### src/skr_pkg.sv
// Shared types, codes and the candidate step function of the skyline allocator.
package skr_pkg;

    localparam int DIM_BITS   = 13;
    localparam int COORD_BITS = 12;
    localparam int AREA_BITS  = 25;

    localparam logic [DIM_BITS-1:0]  DIM_RESET = 13'd512;
    localparam logic [DIM_BITS-1:0]  DIM_MIN   = 13'd3;
    localparam logic [DIM_BITS-1:0]  DIM_MAX   = 13'd4096;
    localparam logic [AREA_BITS-1:0] AREA_MAX  = {AREA_BITS{1'b1}};

    // Result status codes
    localparam logic [1:0] ST_OK    = 2'd0;
    localparam logic [1:0] ST_NOFIT = 2'd1;
    localparam logic [1:0] ST_FULL  = 2'd2;

    // Configuration register indexes
    localparam logic CFG_WIDTH  = 1'b0;
    localparam logic CFG_HEIGHT = 1'b1;

    // Cell operation codes
    localparam logic [3:0] OP_HOLD    = 4'd0;
    localparam logic [3:0] OP_CLEAR   = 4'd1;
    localparam logic [3:0] OP_LOAD    = 4'd2;
    localparam logic [3:0] OP_SHIFT   = 4'd3;
    localparam logic [3:0] OP_INSERT  = 4'd4;
    localparam logic [3:0] OP_REMOVE  = 4'd5;
    localparam logic [3:0] OP_TRIM    = 4'd6;
    localparam logic [3:0] OP_MERGE_R = 4'd7;
    localparam logic [3:0] OP_MERGE_L = 4'd8;

    typedef struct packed {
        logic                action;
        logic [DIM_BITS-1:0] req_width;
        logic [DIM_BITS-1:0] req_height;
    } in_item_t;

    typedef struct packed {
        logic [1:0]            status;
        logic [COORD_BITS-1:0] region_x;
        logic [COORD_BITS-1:0] region_y;
        logic [AREA_BITS-1:0]  used_area;
    } out_item_t;

    typedef struct packed {
        logic [COORD_BITS-1:0] x;
        logic [COORD_BITS-1:0] y;
        logic [DIM_BITS-1:0]   w;
    } seg_t;

    // Fit candidate that walks down the cell chain
    typedef struct packed {
        logic                  valid;
        logic                  done;
        logic                  fail;
        logic [COORD_BITS-1:0] y;
        logic signed [DIM_BITS:0] left;
        logic [COORD_BITS-1:0] sx;
        logic [DIM_BITS-1:0]   sw;
    } cand_t;

    typedef struct packed {
        logic [3:0]          op;
        logic [DIM_BITS-1:0] edge_pos;
        seg_t                new_seg;
        logic [DIM_BITS-1:0] req_w;
        logic [DIM_BITS-1:0] req_h;
        logic [DIM_BITS-1:0] aw;
        logic [DIM_BITS-1:0] ah;
    } cell_ctl_t;

    typedef struct packed {
        logic trim_hit;
        logic covered;
        logic eq_next;
        logic eq_best;
    } cell_flag_t;

    // Advance a candidate over one segment
    function automatic cand_t cand_step(cand_t c, seg_t s, logic sv,
                                        logic [DIM_BITS-1:0] h, logic [DIM_BITS-1:0] ah);
        cand_t                    r;
        logic [COORD_BITS-1:0]    ny;
        logic [DIM_BITS:0]        top;
        logic signed [DIM_BITS:0] nl;
        r   = c;
        ny  = (s.y > c.y) ? s.y : c.y;
        top = {2'b00, ny} + {1'b0, h};
        nl  = c.left - $signed({1'b0, s.w});
        if (c.valid && !c.done && !c.fail) begin
            if (!sv) begin
                r.fail = 1'b1;
            end else begin
                r.y    = ny;
                r.left = nl;
                r.done = (nl <= 0);
                if (top > {1'b0, ah - 13'd1}) begin
                    r.fail = 1'b1;
                end
            end
        end
        return r;
    endfunction

endpackage

### src/skr_cell.sv
// One skyline segment cell with its travelling fit candidate.
module skr_cell #(
    parameter int IDX = 0,
    parameter int IW  = 6,
    parameter int CW  = 7
) (
    input  logic                aclk,
    input  logic                aresetn,
    input  skr_pkg::cell_ctl_t  ctl,
    input  logic [IW-1:0]       best,
    input  logic [CW-1:0]       count,
    input  skr_pkg::seg_t       seg_left,
    input  skr_pkg::seg_t       seg_right,
    input  skr_pkg::cand_t      cand_left,
    output skr_pkg::seg_t       seg_o,
    output skr_pkg::cand_t      cand_o,
    output skr_pkg::cell_flag_t flag_o
);
    import skr_pkg::*;

    localparam logic [IW:0] CI = (IW+1)'(IDX);

    seg_t  seg_reg, seg_next;
    cand_t cand_reg, cand_next;
    cand_t init_c;
    logic  my_valid, next_valid, after_best, is_best, is_next, is_prev;

    assign my_valid   = (CW+1)'(IDX) < {1'b0, count};
    always_comb begin
        next_valid = ((CW+1)'(IDX) + 1) < {1'b0, count};
    end
    assign after_best = CI > {1'b0, best};
    assign is_best    = CI == {1'b0, best};
    assign is_next    = CI == ({1'b0, best} + 1'b1);
    assign is_prev    = (CI + 1'b1) == {1'b0, best};

    // Build the candidate that starts at this segment
    always_comb begin
        init_c       = '0;
        init_c.valid = my_valid;
        init_c.fail  = ({2'b00, seg_reg.x} + {1'b0, ctl.req_w}) > {1'b0, ctl.aw - 13'd1};
        init_c.y     = seg_reg.y;
        init_c.left  = $signed({1'b0, ctl.req_w});
        init_c.sx    = seg_reg.x;
        init_c.sw    = seg_reg.w;
    end

    // Select segment and candidate updates for the broadcast operation
    always_comb begin
        seg_next  = seg_reg;
        cand_next = cand_reg;
        case (ctl.op)
            OP_CLEAR: begin
                if (IDX == 0) begin
                    seg_next.x = 12'd1;
                    seg_next.y = 12'd1;
                    seg_next.w = ctl.aw - 13'd2;
                end
            end
            OP_LOAD:  cand_next = cand_step(init_c, seg_reg, my_valid, ctl.req_h, ctl.ah);
            OP_SHIFT: cand_next = cand_step(cand_left, seg_reg, my_valid, ctl.req_h, ctl.ah);
            OP_INSERT: begin
                if (after_best) seg_next = seg_left;
                else if (is_best) seg_next = ctl.new_seg;
            end
            OP_REMOVE: begin
                if (after_best) seg_next = seg_right;
            end
            OP_TRIM: begin
                if (is_next) begin
                    seg_next.x = ctl.edge_pos[COORD_BITS-1:0];
                    seg_next.w = ({1'b0, seg_reg.x} + seg_reg.w) - ctl.edge_pos;
                end
            end
            OP_MERGE_R: begin
                if (after_best) seg_next = seg_right;
                else if (is_best) seg_next.w = seg_reg.w + seg_right.w;
            end
            OP_MERGE_L: begin
                if (after_best || is_best) seg_next = seg_right;
                else if (is_prev) seg_next.w = seg_reg.w + seg_right.w;
            end
            default: ;
        endcase
    end

    always_ff @(posedge aclk) begin
        if (!aresetn && IDX == 0) begin
            seg_reg.x <= 12'd1;
            seg_reg.y <= 12'd1;
            seg_reg.w <= DIM_RESET - 13'd2;
        end else begin
            seg_reg <= seg_next;
        end
        cand_reg <= cand_next;
    end

    // Report local conditions for the controller
    always_comb begin
        flag_o.trim_hit = is_next && my_valid && ({1'b0, seg_reg.x} < ctl.edge_pos);
        flag_o.covered  = is_next && (({1'b0, seg_reg.x} + seg_reg.w) <= ctl.edge_pos);
        flag_o.eq_next  = is_best && next_valid && (seg_right.y == seg_reg.y);
        flag_o.eq_best  = is_best && (IDX != 0) && (seg_left.y == seg_reg.y);
    end

    assign seg_o  = seg_reg;
    assign cand_o = cand_reg;

endmodule

### config.mk
export PLATFORM = sky130hd
export DESIGN_NAME = skr_cell
export DESIGN_NICKNAME = d
export VERILOG_FILES = /design/src/skr_pkg.sv /design/src/skr_cell.sv
export SDC_FILE = /design/constraint.sdc
export NUM_CORES = 1
export LEC_CHECK = 0
export ABC_AREA = 0
export BUFFER_PORTS_ARGS = -buffer_cell sky130_fd_sc_hd__buf_2
export CORE_MARGIN = 5
export CORE_UTILIZATION = 53
export CTS_CLUSTER_DIAMETER = 200
export DETAILED_ROUTE_END_ITERATION = 7
export HOLD_SLACK_MARGIN = 0.08
export PLACE_DENSITY = 0.83
export SETUP_SLACK_MARGIN = 0.2
export SLEW_MARGIN = 20
export SYNTH_ARGS = -nofsm -noshare
export SYNTH_HDL_FRONTEND = slang
export SYNTH_SLANG_ARGS = --single-unit
### constraint.sdc
create_clock -name aclk -period 5.73 [get_ports aclk]
set_clock_uncertainty 0.1 [all_clocks]
set_input_delay 0.573 -clock aclk [delete_from_list [all_inputs] [get_ports aclk]]
set_output_delay 0.573 -clock aclk [all_outputs]
set_load 0.1 [all_outputs]
* Word level (Yosys, flattened, before mapping)
Cells that the tools add are included.
** Operators by class
- Add/sub/neg operators :: 12
- Equal/unequal tests :: 14
- Order comparisons :: 10
- Reductions and logical operators :: 20
- Mux-type cells :: 22
** Operator list (number)
- 54-bit one-hot mux with 2 select lines :: 1
- 13-bit one-hot mux with 5 select lines :: 1
- 28-bit two-way mux :: 2
- 13-bit two-way mux :: 4
- 12-bit one-hot mux with 4 select lines :: 1
- 12-bit by 13-bit adder with 14-bit output :: 3
- 14-bit by 13-bit greater-than comparator with 1-bit output :: 3
- 37-bit two-way mux :: 1
- 12-bit one-hot mux with 3 select lines :: 1
- 14-bit by 1-bit less-or-equal comparator with 1-bit output (second input constant) :: 2
- 26-bit two-way mux :: 1
- 13-bit by 1-bit subtractor with 13-bit output (second input constant) :: 2
- 12-bit two-way mux :: 2
- 24-bit two-way mux :: 1
- 1-bit by 7-bit < comparator with 1-bit output (first input constant) :: 2
- 14-bit two-way mux :: 1
- 13-bit by 13-bit subtractor with 14-bit output :: 1
- 14-bit subtractor :: 1
- 12-bit by 13-bit adder with 13-bit output :: 1
- 13-bit adder :: 1
- 13-bit less-or-equal comparator :: 1
- 12-bit by 13-bit < comparator with 1-bit output :: 1
- 13-bit subtractor :: 1
- 13-bit by 2-bit subtractor with 13-bit output (second input constant) :: 1
- 22 further kinds :: 42
** Word-level totals
- Bits in registers :: 91
- Logic and storage cells :: 88
- Output and inout port bits :: 95

* Longest topological paths before layout
Gate-level depths: netlist (run 1).
- Depth in word-level cells :: 8
- Mapped depth :: 27
- Gate-level depth less buffers :: 27

* Worst setup path after synthesis (run 1)
Ideal clock, no wire load.
- Path type :: register to register
- From :: register seg_reg (netlist bit seg_o[18])
- To :: register cand_reg (netlist bit cand_o[51]), data pin
- Buffers on the path :: 0
- Stages on the path, launching flop included :: 27
- Path slack :: -0.008 ns
- Arrival time :: 5.382 ns
- Data required time :: 5.374 ns
- Cell sequence :: dfxtp_1 > ha_1 > a21o_1 > a21o_1 > a21oi_1 > nor2_1 > a211oi_1 > a21oi_2 > mux2_2 > ha_1 > inv_1 > fa_1 > nor2b_1 > o21ai_0 > a21boi_0 > o21ai_0 > a21oi_1 > a41oi_1 > nor2b_1 > xnor2_1 > ha_1 > and4_1 > nand3_1 > o32a_1 > a21oi_1 > o21ai_0 > o211a_1
** RTL lines
- start, declared :: RTL line skr_cell.sv:23 : seg_t seg_reg, seg_next;
- start signal, assigned :: RTL line skr_cell.sv:93 : seg_reg <= seg_next;
- end signal, assigned :: RTL line skr_cell.sv:95 : cand_reg <= cand_next;
- end, declared :: RTL line skr_cell.sv:24 : cand_t cand_reg, cand_next;

==> results of run 1 <==
layout by cell type, fill, tap and decap left out, types with 6 or more instances in the layout:
master       n
o21a_1      17
edfxtp_1    54
inv_1       82
xnor2_1     67
buf_2      304
a221oi_1     7
a211oi_2     6
a211oi_1    28
nor3_1      31
and3_1      10
mux2_2      14
nor2b_1     21
buf_4       17
xor2_1      46
dfxtp_1     32
o21ai_1      6
nand3b_1     6
o211ai_1    17
a31oi_1     17
ha_1       153
nand3_1     33
a21oi_1     77
o21bai_1     6
nor4_1      14
nor2_1     114
o31ai_1      8
or2_2        6
nand4_1     17
nand2_1    116
o21ai_0     77
nand2b_1    13
a22oi_1     27
fa_1         8
a21o_1      31
or4_1        6
clkbuf_16   10
or3_1        8
worst max-delay path, cell delays in order (launching register included):
cell      delay (ns)
dfxtp_2         0.41
ha_1            0.31
nor2b_1         0.12
o21ai_0         0.07
nand2b_1        0.07
a21oi_1         0.06
or3_1           0.32
a21oi_2         0.23
buf_6           0.17
nor2_1          0.06
a21o_1          0.16
ha_1            0.26
a21o_1          0.17
a21oi_2         0.16
nand2b_1        0.13
a21boi_0        0.12
o41a_1          0.38
a41oi_1         0.31
a21oi_1         0.12
xor2_1          0.16
ha_1            0.31
nand3_1         0.10
o32a_1          0.35
a21oi_1         0.11
o21ai_0         0.10
o211a_1         0.14
cell type report:
type                    count  area [sq um]
fillers                  1751          7230
diodes                      1          2.50
multi-input cells        1100          7930
inverters                  82           308
clock inverters             6          73.8
clock buffers              10           250
well taps                 270           338
repair buffers            322          1660
flip-flops and latches     91          2370
Yosys cell counts, types with 10 or more instances:
| cell type | count |
|---|---|
| a211oi_1 | 29 |
| a21o_1 | 31 |
| a21oi_1 | 79 |
| a22oi_1 | 27 |
| a31oi_1 | 17 |
| and3_1 | 10 |
| buf_2 | 10 |
| clkbuf_1 | 31 |
| dfxtp_1 | 37 |
| edfxtp_1 | 54 |
| ha_1 | 153 |
| inv_1 | 82 |
| mux2_2 | 14 |
| nand2_1 | 116 |
| nand2b_1 | 13 |
| nand3_1 | 33 |
| nand4_1 | 17 |
| nor2_1 | 116 |
| nor2b_1 | 21 |
| nor3_1 | 32 |
| nor4_1 | 14 |
| o211ai_1 | 17 |
| o21a_1 | 17 |
| o21ai_0 | 79 |
| xnor2_1 | 67 |
| xor2_1 | 46 |
cells by family after synthesis:
| group | after synthesis |
|---|---|
| buffers and inverters | 132 |
| XOR/XNOR | 113 |
| multiplexers | 18 |
| flip-flops | 91 |
| adder cells (fa/ha/maj) | 161 |
| AND/OR/NAND/NOR | 420 |
| other | 1 |
| AO/OA/AOI/OAI | 385 |
per-layer routing:
metal / routed length (um) / up-vias
met4: 881 / 0
met1: 15200 / 5167
met3: 3320 / 55
li1: - / 5459
met5: 0 / -
met2: 16400 / 526
registers in the layout (all words and copies together) (netlist names):
| register | count |
|---|---|
| cand_o | 54 |
| seg_o | 37 |
through the flow:
step	power (uW)	instance area, sq um	hold WS [ns]	setup WS (ns)
after CTS	2690	12900	0.372	0.310
after detailed placement	2010	12600	0.473	0.00933
after floorplan	1700	10800	0.647	0.278
after global routing	2860	12900	0.376	0.203
after global placement	1980	12600	0.468	0.0568
final	2700	12900	0.375	0.474
report_power, final:
group | switching (uW) | internal, uW
clock | 306 | 374
sequential | 33.1 | 732
combinational | 788 | 469
total | 1130 | 1580
worst max-delay path by stage:
stage / to / slack [ns] / cells past startpoint
floorplan: cand_o[51] / 0.28 / 22
global placement: cand_o[51] / 0.06 / 28
detailed placement: cand_o[51] / 0.009 / 28
CTS: cand_o[51] / 0.31 / 26
global route: cand_o[51] / 0.20 / 26
finish: cand_o[51] / 0.47 / 25
==> impl_metrics.ini, run 1 <==
[pwr]
cellLeakagePower_uw = 0.00604
power_per_cell_area_nw_per_um2 = 209
ir_worst_vdd_v = 0.000139

[logic_synthesis]
ys.flop_type = edfxtp_1
synth_edf_count = 54
synth_fa_ha_area_share_pct = 19.2
synth_compound_area_share_pct = 24.0
synthMuxAreaShare_pct = 1.83
yosys.area_share.simple_pct = 18.9
synth_top_area_share_pct = 17.7
yosys_warnings = 0
postSynthAreaPerCell_sq_um = 8.17
yosysSeqAreaShare_pct = 21.9
ys_types = 81
synth_top_family_by_area = compound AO/OA/AOI/OAI gates
synth_cells = 1321
synth.largest_area_cell = ha_1
synth_xor_area_share_pct = 9.17
synthTopCellsByArea = ha_1 (18%), edfxtp_1 (15%), dfxtp_1 (6.9%)
async_flop_share_pct = 0
ys_ff_latch = 91
syn-cell-area_sq_um = 10800

[clocking]
clockBufferDepth = 2
cts_tree = built
htreeDepth = 3
post_cts_buffers = 0
clk_latency_ns = 0.36
cts_made_buffers = 9
clk_pin_slew_ns = 0.08
ctsResizeCount = 0
cts_root_buffer = clkbuf_16
clkSinkCount = 91
cts_hold_buf = 0

[critical_path]
cp-start-kind = flip-flop
crit_arrival_ns = 5.26
reg2reg_depth = 25
r2r_start = seg_o[14]
required_ns = 5.73
crit_path_end_kind = flip-flop
r2r_slack_ns = 0.47
critPathKind = reg -> reg
path_max_fanout = 12
r2r_end = cand_o[51]
startpoint = seg_o[14]

[final_layout]
synthToLayoutAreaGrowth_pct = 19.9
fin_nets = 2016
layout.cells.non_filler = 1882
drive_gt1_share_pct = 24.2
final_core_util_pct = 64.1

[sta]
max_freq_ghz = 0.190
fin_setup_tns_ns = 0
slew_headroom_pct = 29.5
drv_slew = 0
final_hold_viol_count = 0
worst_slew_pin_slew_ns = 1.06
post-route-period-util_pct = 91.7
setup_violations = 0
fin_crit_ns = 5.26
rsz0062_at_grt = no

[route]
drc = 0
first_iter_violations = 917
wl_per_cell_um = 19.0
ant_nets = 0
via_per_inst = 5.95
wl_um = 35800
dr.pass1.iters = 5
vias = 11200

[placed_design]
port_buffers = 303
dp.cells = 1864
hpwl_um = 29200
routabilityCongestion = 0.969

[floorplan]
fp.coreArea_sq_um = 20200
die-height_um = 153
die_area_sq_um = 23300
num_rows = 52
ios = 344
die_w_um = 153
start_util_pct = 53.5

[global_route]
grt_util_met1_pct = 38.5
top_usage_layer = met2
gr-total-overflow = 0
grtUsageMet2_pct = 48.2
grt_use_met3_pct = 5.74
track_usage_pct = 29.0
first_global_vias = 10700
grt_max_degree = 55
grt_pass1_wl_um = 55200
antenna_found_initial = 1

[min_path]
holdCritStartpoint = cand_left[18]
hold_end = cand_o[18]
min_path_type = in -> reg
worstHoldPathCells = 3

[outcome]
status = complete, no violations

[job]
cap_violations = 0
Power figures use the tool's default switching activity.
==> inputs of run 2 (changes only) <==
Settings changed: CORE_MARGIN 5 to 1.
==> run 2 against run 1 <==
- sequential power about the same
- global-route usage up 4.4 points
- combinational power about the same
- die area down 10%
- cell count down 0.11%
- critical path type is now in -> reg
- largest power group unchanged
==> impl_metrics.ini, run 2 (synthesized netlist as in run 1, its figures left out) <==
[critical_path]
critPathKind = in -> reg
crit_arrival_ns = 5.31
crit_path_end_kind = flip-flop
cp-start-kind = input pin
r2r_slack_ns = 0.45
required_ns = 5.74
path_max_fanout = 12

[floorplan]
ios = 344
start_util_pct = 54.7
die_w_um = 145
num_rows = 51
fp.coreArea_sq_um = 19700
die_area_sq_um = 20900
die-height_um = 145

[sta]
setup_violations = 0
fin_crit_ns = 5.29
max_freq_ghz = 0.189
rsz0062_at_grt = no
fin_ws_ns = 0.438
slew_headroom_pct = 27.1
post-route-period-util_pct = 92.4
final_hold_viol_count = 0
drv_slew = 0
worst_slew_pin_slew_ns = 1.09

[global_route]
antenna_found_initial = 2
grt_pass1_wl_um = 52900
track_usage_pct = 33.4
first_global_vias = 10400
gr-total-overflow = 0
grt_max_degree = 55

[final_layout]
synthToLayoutAreaGrowth_pct = 20.2
fin_nets = 2018
drive_gt1_share_pct = 24.6
final_cell_mix = buf_2 (304), ha_1 (153), nand2_1 (116)
fillCellCount = 1706
regArea_sq_um = 2370
final_core_util_pct = 65.8
multi_input_area_sq_um = 7950
mostFrequentLayoutCell = buf_2
largest_reg_flops = 54

[clocking]
clkSinkCount = 91
cts_hold_buf = 0
htreeDepth = 3
clockBufferDepth = 2
clk_latency_ns = 0.37
cts_tree = built
cts_root_buffer = clkbuf_16
clk_pin_slew_ns = 0.07
cts_made_buffers = 9

[route]
via_per_inst = 5.93
ant_nets = 0
drc = 0
vias = 11100
first_iter_violations = 932
dr.pass1.iters = 5
wl_per_cell_um = 18.5
wl_um = 34900

[placed_design]
hpwl_um = 28000
routabilityCongestion = 0.970
dp_slack_ns = -0.0730
port_buffers = 303

[pwr]
power_per_cell_area_nw_per_um2 = 209
ir_worst_vdd_v = 0.000137
cellLeakagePower_uw = 0.00605

[min_path]
min_path_type = in -> reg

[outcome]
status = complete, no violations

[job]
cap_violations = 0
-- run 2: changes by cell type in the layout (fill, tap and decap cells not counted), sizes merged --
| cell | change |
|---|---|
| clkinv | +1 |
| diode | +1 |
| inv | -1 |
| buf | +2 |
-- run 2: stage by stage --
step           area, sq um  setup TNS (ns)  total power [uW]  hold slack, ns  std cells
2_1_floorplan        10800               0              1700           0.647       1323
3_3_place_gp         12600               0              1980           0.468       1861
3_5_place_dp         12600         -0.0730              2010           0.470       1861
4_1_cts              12900               0              2690           0.364       1877
5_1_grt              13000               0              2870           0.381       1880
6_report             13000               0              2710           0.368       1880
-- run 2: layout make-up --
type	instances	share of cell area (%)
multi-input cells	1100	61.3
flip-flops and latches	91	18.3
repair buffers	324	12.9
well taps	265	2.56
inverters	82	2.37
clock buffers	10	1.93
clock inverters	6	0.589
diodes	2	0.0386
-- run 2: layer usage --
metal / share of wire, % / GRT usage, %
met1: 42 / 43.6
met2: 45 / 54.5
met3: 8.4 / 4.97
met4: 3.9 / 14.8
met5: 0 / 0
-- run 2: what timing repair did --
action                                 4_1_cts  5_1_grt
setup endpoints to repair                    0        1
buffers inserted                             0        0
endpoints found under the hold margin        0        0
resized for setup                            0       11
-- run 2: report_power, final --
part,switching [uW],internal [uW],total [uW]
combinational,796,473,1270
sequential,31.5,732,763
clock,304,375,679
total,1130,1580,2710
-- run 2: final timing paths --
| kind | startpoint | end | cells past startpoint |
|---|---|---|---|
| worst max-delay path | cand_left[40] | cand_o[51] | 27 |
| worst min-delay path | cand_left[15] | cand_o[15] | 3 |
| worst min register to register | seg_o[19] | seg_o[19] | 2 |
| worst max register to register | seg_o[13] | cand_o[51] | 26 |
-- run 2: worst max-delay path: stages --
cell	delay, ns
buf_2	0.09
inv_1	0.08
ha_1	0.31
nor2b_1	0.12
o21ai_0	0.07
nand2b_1	0.07
a21oi_1	0.06
or3_1	0.32
a21oi_2	0.21
buf_6	0.17
nor2_2	0.05
a21o_1	0.15
ha_1	0.27
a21o_1	0.16
a21oi_1	0.19
nand2b_1	0.13
a21boi_0	0.11
o41a_1	0.38
a41oi_1	0.34
a21oi_1	0.13
xor2_1	0.17
ha_1	0.30
nand3_1	0.10
o32a_1	0.36
a21oi_1	0.13
o21ai_0	0.10
o211a_1	0.15
==> inputs of run 3 (changes only) <==
Settings changed: BUFFER_PORTS_ARGS -buffer_cell sky130_fd_sc_hd__buf_2 to -buffer_cell sky130_fd_sc_hd__clkbuf_2.
==> run 3 against run 2 <==
- first-iteration DRC count shrank 18%
- maximum frequency is 0.71% higher
- sequential power about the same
- worst setup slack improved by 0.037 ns
- largest cell class unchanged
- largest power group unchanged
==> impl_metrics.ini, run 3 (synthesized netlist as in run 1, its figures left out) <==
[pwr]
power_per_cell_area_nw_per_um2 = 208
power_frac_seq_pct = 28.3
p_int_uw = 1580
pwr-share-clk_pct = 25.0
ir_worst_vdd_v = 0.000140
combPwrFrac_pct = 46.7
finalPower_uw = 2700
swShare_pct = 41.6
power_switching_uw = 1120
cellLeakagePower_uw = 0.00610

[global_route]
grt_pass1_wl_um = 51700
antenna_found_initial = 0
grt_max_degree = 55
gr-total-overflow = 0
first_global_vias = 10300
track_usage_pct = 32.5

[critical_path]
reg2reg_depth = 26
crit_path_max_incr_delay_ns = 0.41
crit_path_end_kind = flip-flop
slowest_stage = dfxtp_2
cp-start-kind = flip-flop
critPathKind = reg -> reg
required_ns = 5.74
r2r_start = seg_o[14]
r2r_slack_ns = 0.48
cp_common_cell = a21o_1
crit_arrival_ns = 5.27
path_max_fanout = 12
r2r_end = cand_o[51]

[clocking]
cts_made_buffers = 9
htreeDepth = 3
clkSinkCount = 91
clockBufferDepth = 2
cts_hold_buf = 0
cts_root_buffer = clkbuf_16
clk_pin_slew_ns = 0.08
clk_latency_ns = 0.36
cts_tree = built

[placed_design]
hpwl_um = 28200
port_buffers = 303
routabilityCongestion = 0.950
dpl-instance-area_sq_um = 12600

[final_layout]
mostFrequentLayoutCell = clkbuf_2
fin_nets = 2019
diodes = 0
drive_gt1_share_pct = 24.4
largest_reg_flops = 54
synthToLayoutAreaGrowth_pct = 20.1
design_area_sq_um = 13000
final_cell_mix = clkbuf_2 (303), ha_1 (153), nand2_1 (116)

[route]
via_per_inst = 5.92
dr.pass1.iters = 6
ant_nets = 0
maxUsedRoutingLayer = met4
wl_um = 34400
first_iter_violations = 762
met3_length_um = 2700
drc = 0
wl_met1_um = 14800
wl_per_cell_um = 18.3
dr_wl_met2_um = 15600
vias = 11100

[floorplan]
die_area_sq_um = 20900
start_util_pct = 54.7
num_rows = 51
die_w_um = 145
ios = 344
fp.coreArea_sq_um = 19700
die-height_um = 145

[outcome]
status = complete, no violations

[min_path]
worstHoldPathCells = 3
min_path_type = in -> reg
hold_end = cand_o[15]
holdCritStartpoint = cand_left[15]

[sta]
fin_setup_tns_ns = 0
final_hold_viol_count = 0
slew_headroom_pct = 34.1
drv_slew = 0
fin_crit_ns = 5.25
post-route-period-util_pct = 91.7
worst_slew_pin_slew_ns = 0.987
setup_violations = 0
rsz0062_at_grt = no
max_freq_ghz = 0.190

[job]
cap_violations = 0
run 3: changes by cell type in the layout (fill, tap and decap cells not counted), sizes merged:
cell | before | now
clkbuf | 10 | 313
buf | 324 | 22
diode | 2 | 0
run 3: per-layer routing:
layer / vias to the layer above / track usage [%]
met2: 524 / 54.1
met4: 0 / 13.7
met1: 5056 / 42.2
li1: 5465 / -
met3: 77 / 4.34
met5: - / 0
run 3: power groups by stage:
stage	sequential (uW)	clock [uW]	combinational, uW
2_1_floorplan	974	0	726
3_3_place_gp	778	0	1200
3_5_place_dp	779	0	1230
4_1_cts	764	675	1240
5_1_grt	768	695	1380
6_report	765	674	1260
run 3: repair_timing:
action | CTS | global route
endpoints found under the setup margin | 0 | 1
resized for setup | 0 | 7
setup buffers | 0 | 1
run 3: per-stage QoR:
stage,utilization (%),hold slack (ns),cells,worst slack [ns]
2_1_floorplan,-,0.647,1323,0.278
3_5_place_dp,63.9,0.473,1861,0.0625
3_3_place_gp,63.9,0.465,1861,0.143
4_1_cts,65.5,0.371,1877,0.419
5_1_grt,65.7,0.391,1879,0.172
6_report,65.7,0.375,1879,0.475
run 3: final cells by class:
type,count,area (sq um)
clock buffers,10,250
clock inverters,6,76.3
fillers,1698,6760
inverters,82,308
multi-input cells,1100,7940
flip-flops and latches,91,2370
well taps,265,332
repair buffers,325,1680
run 3: critical path, delay by kind of cell, from the launching register on:
| kind | cells | cell delay, ns |
|---|---|---|
| fa+ha+maj | 3 | 0.91 |
| xor+xnor | 1 | 0.17 |
| simple gates | 5 | 0.71 |
| compound gates | 16 | 2.53 |
| flops | 1 | 0.41 |
| buf+inv | 1 | 0.17 |
run 3: worst max-delay path by stage:
stage	from	end	slack, ns	cells past startpoint
final	seg_o[14]	cand_o[51]	0.48	26
after global routing	seg_o[14]	cand_o[51]	0.17	26
after CTS	cand_left[44]	cand_o[51]	0.42	28
after detailed placement	cand_left[44]	cand_o[51]	0.06	28
after global placement	cand_left[44]	cand_o[51]	0.14	28
after floorplan	seg_o[23]	cand_o[51]	0.28	22
